==> config.mk <==
export PLATFORM = sky130hd
export DESIGN_NAME = priority_refcount_registry
export DESIGN_NICKNAME = d
export VERILOG_FILES = /design/src/hdl/prr_pkg.sv /design/src/hdl/priority_refcount_registry.sv /design/src/hdl/prr_mem.sv /design/src/hdl/prr_ctrl.sv
export SDC_FILE = /design/constraint.sdc
export NUM_CORES = 2
export LEC_CHECK = 0
export BUFFER_PORTS_ARGS = -buffer_cell sky130_fd_sc_hd__buf_2
export CORE_ASPECT_RATIO = 1.2
export CORE_MARGIN = 8
export CORE_UTILIZATION = 55
export CTS_CLUSTER_DIAMETER = 40
export CTS_CLUSTER_SIZE = 30
export DETAILED_ROUTE_END_ITERATION = 16
export PLACE_DENSITY = 0.71
export SYNTH_ARGS = -nofsm -noshare
export SYNTH_HDL_FRONTEND = slang
export SYNTH_SLANG_ARGS = --single-unit
==> constraint.sdc <==
create_clock -name clk_i -period 14 [get_ports clk_i]
set_input_delay 2.8 -clock clk_i [delete_from_list [all_inputs] [get_ports clk_i]]
set_output_delay 2.8 -clock clk_i [all_outputs]
set_load 0.03 [all_outputs]
==> src/hdl/prr_pkg.sv <==
// Shared types and constants for the priority refcount registry.
// Entry layout, result bundle, request and status codes.
// No dependencies.
package prr_pkg;

  // Default number of table slots
  localparam int unsigned TableDepthDef = 16;

  // Saturation value of a reference count
  localparam logic [15:0] RefsMax = 16'hFFFF;

  // Request codes
  localparam logic ReqAdd    = 1'b0;
  localparam logic ReqRemove = 1'b1;

  // Result status codes
  typedef enum logic [1:0] {
    ST_OK        = 2'd0,
    ST_NOT_FOUND = 2'd1,
    ST_FULL      = 2'd2
  } status_e;

  // One table entry as stored in memory
  typedef struct packed {
    logic [31:0] handler;
    logic [15:0] prio;
    logic [15:0] refs;
    logic        notify;
  } entry_t;

  // Finished result handed from the sequencer to the output stage
  typedef struct packed {
    logic       valid;
    status_e    status;
    logic [4:0] used;
  } res_t;

endpackage

==> src/hdl/priority_refcount_registry.sv <==
// Top level of the priority refcount registry.
// Holds the result register; uses prr_ctrl, prr_mem and prr_pkg.
//
// Usage:
//   Requests come in on in_valid_i / in_stall_o with req_type_i (add or
//   remove), handler_id_i, priority_req_i and always_notify_i. A request is
//   taken at a clock edge with in_valid_i high and in_stall_o low.
//   Each request gives exactly one result on out_valid_o / out_stall_i:
//   status_o (ok, not found, table full) and entries_used_o.
// Operation:
//   One request is worked on at a time. The scan reads the entry memory
//   once per entry, a read state then a compare state. An insert or a
//   delete then moves each later entry with one read and one write, and
//   an insert then writes the new entry. The single read port of the
//   memory, with registered read data, sets this pace.
// Reset:
//   rst_ni clears the entry count, so the table is empty; the entry memory
//   itself is not cleared and needs no sweep.
// Stall:
//   A finished result sits in the output register while out_stall_i is
//   high. The next request is still taken and worked on; it waits only if
//   its result is done before the previous one has been taken.
module priority_refcount_registry #(
  parameter int unsigned TableDepth = prr_pkg::TableDepthDef
) (
  input  logic        clk_i,
  input  logic        rst_ni,
  input  logic        in_valid_i,
  output logic        in_stall_o,
  input  logic        req_type_i,
  input  logic [31:0] handler_id_i,
  input  logic signed [15:0] priority_req_i,
  input  logic        always_notify_i,
  output logic        out_valid_o,
  input  logic        out_stall_i,
  output logic [1:0]  status_o,
  output logic [4:0]  entries_used_o
);

  localparam int unsigned IdxW = (TableDepth > 1) ? $clog2(TableDepth) : 1;
  localparam int unsigned CntW = $clog2(TableDepth + 1);

  prr_pkg::res_t   res;
  logic            res_take;
  logic            mem_we;
  logic [IdxW-1:0] mem_waddr;
  logic [IdxW-1:0] mem_raddr;
  prr_pkg::entry_t mem_wdata;
  prr_pkg::entry_t mem_rdata;

  logic            out_valid_q;
  logic [1:0]      status_q;
  logic [4:0]      used_q;

  prr_ctrl #(
    .Depth (TableDepth),
    .IdxW  (IdxW),
    .CntW  (CntW)
  ) u_ctrl (
    .clk_i           (clk_i),
    .rst_ni          (rst_ni),
    .in_valid_i      (in_valid_i),
    .in_stall_o      (in_stall_o),
    .req_type_i      (req_type_i),
    .handler_id_i    (handler_id_i),
    .priority_req_i  (priority_req_i),
    .always_notify_i (always_notify_i),
    .res_o           (res),
    .res_take_i      (res_take),
    .mem_we_o        (mem_we),
    .mem_waddr_o     (mem_waddr),
    .mem_wdata_o     (mem_wdata),
    .mem_raddr_o     (mem_raddr),
    .mem_rdata_i     (mem_rdata)
  );

  prr_mem #(
    .Depth (TableDepth),
    .IdxW  (IdxW)
  ) u_mem (
    .clk_i   (clk_i),
    .we_i    (mem_we),
    .waddr_i (mem_waddr),
    .wdata_i (mem_wdata),
    .raddr_i (mem_raddr),
    .rdata_o (mem_rdata)
  );

  // load the result register when it is empty or being drained
  assign res_take = res.valid && (!out_valid_q || !out_stall_i);

  always_ff @(posedge clk_i or negedge rst_ni) begin
    if (!rst_ni) begin
      out_valid_q <= 1'b0;
    end else if (res_take) begin
      out_valid_q <= 1'b1;
    end else if (!out_stall_i) begin
      out_valid_q <= 1'b0;
    end
  end

  // result payload
  always_ff @(posedge clk_i) begin
    if (res_take) begin
      status_q <= res.status;
      used_q   <= res.used;
    end
  end

  assign out_valid_o    = out_valid_q;
  assign status_o       = status_q;
  assign entries_used_o = used_q;

endmodule

==> src/hdl/prr_mem.sv <==
// Entry store for the priority refcount registry.
// One write port, one read port with registered read data.
// Depends on prr_pkg.
module prr_mem #(
  parameter int unsigned Depth = prr_pkg::TableDepthDef,
  parameter int unsigned IdxW  = (Depth > 1) ? $clog2(Depth) : 1
) (
  input  logic            clk_i,
  input  logic            we_i,
  input  logic [IdxW-1:0] waddr_i,
  input  prr_pkg::entry_t wdata_i,
  input  logic [IdxW-1:0] raddr_i,
  output prr_pkg::entry_t rdata_o
);

  prr_pkg::entry_t mem [Depth];
  prr_pkg::entry_t rdata_q;

  // write port
  always_ff @(posedge clk_i) begin
    if (we_i) begin
      mem[waddr_i] <= wdata_i;
    end
  end

  // read port, registered read data
  always_ff @(posedge clk_i) begin
    rdata_q <= mem[raddr_i];
  end

  assign rdata_o = rdata_q;

endmodule

==> src/hdl/prr_ctrl.sv <==
// Request sequencer for the priority refcount registry.
// Scans the entry store, updates counts, and shifts entries for insert/delete.
// Depends on prr_pkg; drives the ports of prr_mem.
module prr_ctrl #(
  parameter int unsigned Depth = prr_pkg::TableDepthDef,
  parameter int unsigned IdxW  = (Depth > 1) ? $clog2(Depth) : 1,
  parameter int unsigned CntW  = $clog2(Depth + 1)
) (
  input  logic            clk_i,
  input  logic            rst_ni,
  // request side
  input  logic            in_valid_i,
  output logic            in_stall_o,
  input  logic            req_type_i,
  input  logic [31:0]     handler_id_i,
  input  logic [15:0]     priority_req_i,
  input  logic            always_notify_i,
  // result side
  output prr_pkg::res_t   res_o,
  input  logic            res_take_i,
  // entry store
  output logic            mem_we_o,
  output logic [IdxW-1:0] mem_waddr_o,
  output prr_pkg::entry_t mem_wdata_o,
  output logic [IdxW-1:0] mem_raddr_o,
  input  prr_pkg::entry_t mem_rdata_i
);

  typedef enum logic [2:0] {
    S_IDLE,
    S_SCAN_RD,
    S_SCAN_CHK,
    S_SHIFT_RD,
    S_SHIFT_WR,
    S_INSERT,
    S_DONE
  } state_e;

  state_e            state_q, state_d;
  logic [CntW-1:0]   total_q, total_d;
  logic [CntW-1:0]   idx_q, idx_d;     // scan index, later insert position
  logic [CntW-1:0]   k_q, k_d;         // shift cursor
  prr_pkg::status_e  status_q, status_d;
  logic              type_q, type_d;
  logic [31:0]       id_q, id_d;
  logic [15:0]       prio_q, prio_d;
  logic              notify_q, notify_d;

  logic              accept;
  logic              full;
  logic [CntW:0]     k_plus2;
  logic [CntW:0]     idx_plus1;
  logic [CntW-1:0]   k_minus1;
  logic [CntW-1:0]   k_plus1;
  prr_pkg::entry_t   upd;

  assign accept    = in_valid_i && (state_q == S_IDLE);
  assign full      = (total_q == CntW'(Depth));
  assign k_minus1  = k_q - CntW'(1);
  assign k_plus1   = k_q + CntW'(1);
  assign k_plus2   = {1'b0, k_q} + (CntW + 1)'(2);
  assign idx_plus1 = {1'b0, idx_q} + (CntW + 1)'(1);

  // next state and memory access
  always_comb begin
    state_d     = state_q;
    total_d     = total_q;
    idx_d       = idx_q;
    k_d         = k_q;
    status_d    = status_q;
    type_d      = type_q;
    id_d        = id_q;
    prio_d      = prio_q;
    notify_d    = notify_q;
    mem_we_o    = 1'b0;
    mem_waddr_o = idx_q[IdxW-1:0];
    mem_wdata_o = mem_rdata_i;
    mem_raddr_o = idx_q[IdxW-1:0];
    upd         = mem_rdata_i;

    case (state_q)
      S_IDLE: begin
        if (accept) begin
          type_d   = req_type_i;
          id_d     = handler_id_i;
          prio_d   = priority_req_i;
          notify_d = always_notify_i;
          idx_d    = '0;
          status_d = prr_pkg::ST_OK;
          state_d  = S_SCAN_RD;
        end
      end

      S_SCAN_RD: begin
        if (idx_q == total_q) begin
          // scan ran off the end of the valid entries
          if (type_q == prr_pkg::ReqRemove) begin
            status_d = prr_pkg::ST_NOT_FOUND;
            state_d  = S_DONE;
          end else if (full) begin
            status_d = prr_pkg::ST_FULL;
            state_d  = S_DONE;
          end else begin
            k_d     = total_q;
            state_d = (total_q > idx_q) ? S_SHIFT_RD : S_INSERT;
          end
        end else begin
          mem_raddr_o = idx_q[IdxW-1:0];
          state_d     = S_SCAN_CHK;
        end
      end

      S_SCAN_CHK: begin
        if (mem_rdata_i.handler == id_q) begin
          if (type_q == prr_pkg::ReqAdd) begin
            // saturating increment
            if (mem_rdata_i.refs != prr_pkg::RefsMax) begin
              upd.refs = mem_rdata_i.refs + 16'd1;
            end
            mem_we_o    = 1'b1;
            mem_wdata_o = upd;
            state_d     = S_DONE;
          end else if (mem_rdata_i.refs > 16'd1) begin
            upd.refs    = mem_rdata_i.refs - 16'd1;
            mem_we_o    = 1'b1;
            mem_wdata_o = upd;
            state_d     = S_DONE;
          end else if (idx_plus1 < {1'b0, total_q}) begin
            // delete: pull later entries up one slot
            k_d     = idx_q;
            state_d = S_SHIFT_RD;
          end else begin
            total_d = total_q - CntW'(1);
            state_d = S_DONE;
          end
        end else if ((type_q == prr_pkg::ReqAdd) &&
                     ($signed(mem_rdata_i.prio) > $signed(prio_q))) begin
          // insert in front of the first higher priority entry
          if (full) begin
            status_d = prr_pkg::ST_FULL;
            state_d  = S_DONE;
          end else begin
            k_d     = total_q;
            state_d = S_SHIFT_RD;
          end
        end else begin
          idx_d   = idx_q + CntW'(1);
          state_d = S_SCAN_RD;
        end
      end

      S_SHIFT_RD: begin
        mem_raddr_o = (type_q == prr_pkg::ReqAdd) ? k_minus1[IdxW-1:0]
                                                  : k_plus1[IdxW-1:0];
        state_d     = S_SHIFT_WR;
      end

      S_SHIFT_WR: begin
        mem_we_o    = 1'b1;
        mem_waddr_o = k_q[IdxW-1:0];
        mem_wdata_o = mem_rdata_i;
        if (type_q == prr_pkg::ReqAdd) begin
          k_d     = k_minus1;
          state_d = (k_minus1 > idx_q) ? S_SHIFT_RD : S_INSERT;
        end else begin
          k_d = k_plus1;
          if (k_plus2 < {1'b0, total_q}) begin
            state_d = S_SHIFT_RD;
          end else begin
            total_d = total_q - CntW'(1);
            state_d = S_DONE;
          end
        end
      end

      S_INSERT: begin
        mem_we_o           = 1'b1;
        mem_waddr_o        = idx_q[IdxW-1:0];
        mem_wdata_o.handler = id_q;
        mem_wdata_o.prio    = prio_q;
        mem_wdata_o.refs    = 16'd1;
        mem_wdata_o.notify  = notify_q;
        total_d            = total_q + CntW'(1);
        state_d            = S_DONE;
      end

      S_DONE: begin
        if (res_take_i) begin
          state_d = S_IDLE;
        end
      end

      default: begin
        state_d = S_IDLE;
      end
    endcase
  end

  // state and request registers
  always_ff @(posedge clk_i or negedge rst_ni) begin
    if (!rst_ni) begin
      state_q  <= S_IDLE;
      total_q  <= '0;
      status_q <= prr_pkg::ST_OK;
      idx_q    <= '0;
      k_q      <= '0;
      type_q   <= prr_pkg::ReqAdd;
      id_q     <= '0;
      prio_q   <= '0;
      notify_q <= 1'b0;
    end else begin
      state_q  <= state_d;
      total_q  <= total_d;
      status_q <= status_d;
      idx_q    <= idx_d;
      k_q      <= k_d;
      type_q   <= type_d;
      id_q     <= id_d;
      prio_q   <= prio_d;
      notify_q <= notify_d;
    end
  end

  assign in_stall_o   = (state_q != S_IDLE);
  assign res_o.valid  = (state_q == S_DONE);
  assign res_o.status = status_q;
  assign res_o.used   = 5'(total_q);

endmodule
# Word level (Yosys, flattened, before mapping)
# Memories as Yosys holds them, arrays and structs flattened. A register that Yosys moved wholly into a read port is not among the register bits.
# Index checks and enable logic that the tools add are counted.
# Widths: inputs -> output; s select.
dict set report op_classes {
  addsub 9
  magnitude_cmp 6
  n_eq_ne 28
  n_mux 60
  bitwise 1
  n_reduce_logical 19
}
# operator count
set op_table {}
lappend op_table {{$pmux 65 s2} 1}
lappend op_table {{$mux 5} 18}
lappend op_table {{$mux 17} 3}
lappend op_table {{$mux 3} 15}
lappend op_table {{$eq 32x32->1} 1}
lappend op_table {{$pmux 5 s3} 2}
lappend op_table {{$pmux 3 s7} 1}
lappend op_table {{$add 16x1->16 const B} 1}
lappend op_table {{$gt 16x1->1 const B} 1}
lappend op_table {{$gt 16x16->1} 1}
lappend op_table {{$mux 16} 1}
lappend op_table {{$ne 16x16->1 const B} 1}
lappend op_table {{$ne 2x1->1 const B} 8}
lappend op_table {{$sub 16x1->16 const B} 1}
lappend op_table {{$add 5x1->5 const B} 3}
lappend op_table {{$reduce_and 7->1} 2}
lappend op_table {{$lt 6x5->1} 2}
lappend op_table {{$mux 2} 6}
lappend op_table {{$mux 4} 3}
lappend op_table {{$ne 2x2->1 const B} 6}
lappend op_table {{$reduce_bool 3->1} 4}
lappend op_table {{$gt 5x5->1} 2}
lappend op_table {{$pmux 5 s2} 1}
lappend op_table {{$sub 5x1->5 const B} 2}
lappend op_table {{23 further kinds} 37}
dict set report word_totals {
  reg_bits 78
  mem_bits_rw 1040
  output_inout_bits 9
  mem_count 1
}
# memory words word_bits read_ports rd_clocked_by_memory_dff write_ports line
set memory_table {}
lappend memory_table {u_mem.mem 16 65 1 1 1 prr_mem.sv:16} ;# prr_pkg::entry_t mem [Depth];

# Logic depth before layout (Yosys ltp)
dict set report logic_depth {
  word_depth 7
  depth_mapped 13
}

# Modules after synthesis
# A second synthesis with hierarchy kept.
dict set report unflattened {
  cells_unflattened 2450
  hier_area_um2 46547.1
}
# module n_inst cells_per_inst area_each_um2 seq_area_each_um2
set by_module_without_submodules {}
lappend by_module_without_submodules {prr_mem 1 1673 40243.6 32531.2}
lappend by_module_without_submodules {prr_ctrl 1 767 6049.6 1751.7}
lappend by_module_without_submodules {priority_refcount_registry 1 10 254.0 235.2}

# Worst setup path after synthesis
# OpenSTA, ideal clock, no wires.
dict set report synth_timing {
  path_kind {register -> register}
  start {register u_ctrl.id_q[21]}
  end {memory u_mem.mem[0][10] in the netlist's numbering, enable pin}
  setup_ps 487
  arrival_ps 4466
  required_time_ps 13513
  path_slack_ps 9048
  path_stages_with_launch 8
  path_buffers 0
  period_less_slack_ps 4952
  cell_sequence {dfrtp_1 xnor2_1 nand4_1 nor4_1 nand3_1 o21bai_1 o21ai_0 nor2_1}
}
dict set report synth_via {
  elab_chain_len 5
}
# element line
set synth_lines {}
lappend synth_lines {{start, declared} prr_ctrl.sv:45} ;# logic [31:0] id_q, id_d;
lappend synth_lines {{start signal, assigned} prr_ctrl.sv:218} ;# id_q <= id_d;
lappend synth_lines {{$eq 32x32->1} prr_ctrl.sv:114} ;# if (mem_rdata_i.handler == id_q) begin
lappend synth_lines {{$mux 1} prr_ctrl.sv:114}
lappend synth_lines {{$pmux 1 s2} prr_ctrl.sv:81} ;# case (state_q)
lappend synth_lines {{$mux 1} prr_mem.sv:21} ;# if (we_i) begin
lappend synth_lines {{$mux 1 (implied by the code)} prr_mem.sv:22} ;# mem[waddr_i] <= wdata_i;
lappend synth_lines {{end, declared} prr_mem.sv:16}
# No other way between the ends.

# Worst setup path after layout
dict set report layout_timing {
  start {register u_ctrl.state_q[0]}
  end {register, netlist name u_mem.rdata_o[61]}
}
dict set report layout_via {
  elab_chain_len 2
}
# element line
set layout_lines {}
lappend layout_lines {{start, declared} prr_ctrl.sv:39} ;# state_e state_q, state_d;
lappend layout_lines {{start signal, assigned} prr_ctrl.sv:212} ;# state_q <= state_d;
lappend layout_lines {{$eq 3x2->1} prr_ctrl.sv:81}
lappend layout_lines {{$mux 4} --}
# No other way between the ends.
# A chain may end at the register's enable or synchronous reset.

==> qor.yml <==
p_int_mw: 7.80
r2r_slack_ps: 8360
min_period_ps: 5640
path_max_fanout: 184
h-tree-depth: 3
drc: 0
layoutNonFillerInstCount: 4812
pwr-share-comb: 0.338
syn_avg_cell_area_um2: 13.4
synth_edf_count: 1031
clkLatencyLatePin_ps: 700
tightest_slew_ps: 1220
clock-sinks: 1165
yosys.area.top_type: "edfxtp_1"
rsz0062_at_grt: "false"
drt_iter0_markers: 2592
synth.area.top_cells: "edfxtp_1, nand2_1, a211oi_1"
relSlewSlack: 0.189
io_buffers: 61
die-area_um2: 96700
final_common_cell: "edfxtp_1"
critPathRequiredTime_ps: 14610
cap_violations: 0
status: "complete, no violations"
swShare: 0.369
die_height_um: 339
vias: 29200
critPathArrivalTime_ps: 6250
holdCritPathClass: "reg -> reg"
clock.fmax_mhz: 177
ioPinCount: 63
drtAntennaViolNets: 0
pwr-share-seq: 0.397
start_util: 0.555
ys_ff_latch: 1165
die_w_um: 285
fin_nets: 3670
cts_tree: "yes"
diodes: 0
grt_first_pass_wirelength_um: 164000
end_kind: "flip-flop"
cts-root-buf: "clkbuf_16"
rows: 118
layout-drive-gt1-share: 0.113
cts_hold_buf: 0
synth_cells: 3566
dp_hpwl_um: 53600
grt-ovfl-total: 0
grt_usage: 0.219
dr.pass1.iters: 6
leakage_nw: 17.8
placed_cells: 4589
ir_drop_v: 0.000244
layout_common_cells: "edfxtp_1, nand2_1, a211oi_1"
p_per_area_nw_per_um2: 231
coreArea_um2: 86200
total_power_mw: 12.4
p_sw_mw: 4.57
hold_violations: 0
layout_worst_path_cycle_share: 0.403
grt_antenna_before_repair: 0
yosys.area.top_type_share: 0.647
clockBufferDepth: 3
crit_type: "reg -> reg"
grt_pass1_vias: 28100
async_reset_ff_frac: 0.0601
syn_to_final_growth_pct: 11.9
gp_congestion: 0.850
clk_pin_slew_worst_paths_ps: 60
setup_viol: 0
syn_nets: 3668
viasPerCell: 6.06
wl_per_cell_um: 22.5
skew_ps: 40.4
fin_setup_tns_ps: 0
nFillCells: 6396
cp-start-kind: "flip-flop"
cts_buffers: 117
syn_area_um2: 47800
synth-seq-area-share: 0.711
drt-total-wl_um: 108000
cts_resized: 0
grt_max_degree: 225
p_clk_frac: 0.265
ys_warn_count: 0
postCtsSetupBuffers: 0
slew_viol_final: 0
synthFlopType: "edfxtp_1"
yosysUniqueCellTypes: 65
## stage by stage
| step | hold WS [ps] | setup slack, ps | util | cell area (um^2) |
|---|---|---|---|---|
| 2_1_floorplan | 425 | 9050 | - | 47800 |
| 3_3_place_gp | 435 | 8500 | 0.572 | 49300 |
| 3_5_place_dp | 444 | 8500 | 0.572 | 49300 |
| 4_1_cts | 462 | 8450 | 0.621 | 53500 |
| 5_1_grt | 478 | 7990 | 0.621 | 53500 |
| 6_report | 466 | 8360 | 0.621 | 53500 |
## metal layers
metal  track usage  vias up  part of all wire
met2         0.378      991              0.50
met3        0.0267      166             0.063
li1              -    13500                 -
met4        0.0683        0             0.022
met1         0.288    14500              0.41
met5             0        -                 0
## sequential cells by signal (all words and copies together) (netlist names)
name / cells
u_ctrl.type_q: 1
u_mem.rdata_o: 64
u_mem.mem: 1024
u_ctrl.prio_q: 16
u_ctrl.id_q: 32
u_ctrl.idx_q: 5
entries_used_o: 5
u_ctrl.total_q: 5
out_valid_o: 1
status_o: 2
u_ctrl.k_q: 5
u_ctrl.status_q: 2
u_ctrl.state_q: 3
## Yosys cell counts, types with 8 or more instances
cell type,instances
edfxtp_1,1031
nand2_1,688
a211oi_1,323
nor2b_1,261
clkbuf_1,187
a21oi_1,154
a31oi_1,141
a311oi_1,128
dfrtp_1,70
dfxtp_1,64
buf_2,59
o21ai_0,55
ha_1,47
inv_1,47
xnor2_1,47
nor2_1,41
mux2_2,35
nand4_1,22
nand3_1,21
mux2i_1,18
nor3_1,16
a21o_1,8
## power groups by stage
stage               combinational, mW  clock (mW)  sequential (mW)
floorplan                        3.13           0             4.86
global placement                 4.06           0             4.97
detailed placement               4.15           0             4.98
CTS                              4.18        3.34             4.91
global route                     4.65        3.47             4.94
finish                           4.18        3.28             4.91
## layout make-up
cell class / count / area, um^2 / area share
Clock buffer: 134 / 3140 / 0.0586
Clock inverter: 89 / 1060 / 0.0198
Inverter: 47 / 178 / 0.00332
Multi-Input combinational cell: 2100 / 12800 / 0.239
Sequential cell: 1165 / 34000 / 0.635
Tap cell: 1140 / 1430 / 0.0266
Timing Repair Buffer: 137 / 928 / 0.0173
## final timing paths
path	startpoint	depth (start not counted)	end
min	u_ctrl.status_q[0]$_DFFE_PN0P_	0	status_o[0]$_DFFE_PP_
min in group asynchronous	rst_ni	1	u_ctrl.id_q[20]$_DFFE_PN0P_
max reg2reg	u_ctrl.state_q[0]$_DFFE_PN0P_	9	u_mem.rdata_o[61]$_DFF_P_
min reg2reg	u_ctrl.status_q[0]$_DFFE_PN0P_	0	status_o[0]$_DFFE_PP_
max in group asynchronous	rst_ni	2	u_ctrl.id_q[2]$_DFFE_PN0P_
max	u_ctrl.state_q[0]$_DFFE_PN0P_	9	u_mem.rdata_o[61]$_DFF_P_
## cell families after synthesis
kind of cell,after synthesis,synth area share
buffers and inverters,301,0.0256
AO/OA/AOI/OAI,860,0.125
multiplexers,53,0.0120
AND/OR/NAND/NOR,1085,0.104
XOR/XNOR,54,0.00989
flip-flops,1165,0.711
adder cells (fa/ha/maj),48,0.0127
## critical path: stages, from the launching register on
cell and delay (ps):
dfrtp_1 720, nand3b_4 330, a21oi_4 850, buf_12 680, buf_4 1000, buf_4 970
a211oi_1 130, a311oi_1 330, a21oi_1 100, a21oi_1 200
Power figures use the tool's default switching activity.
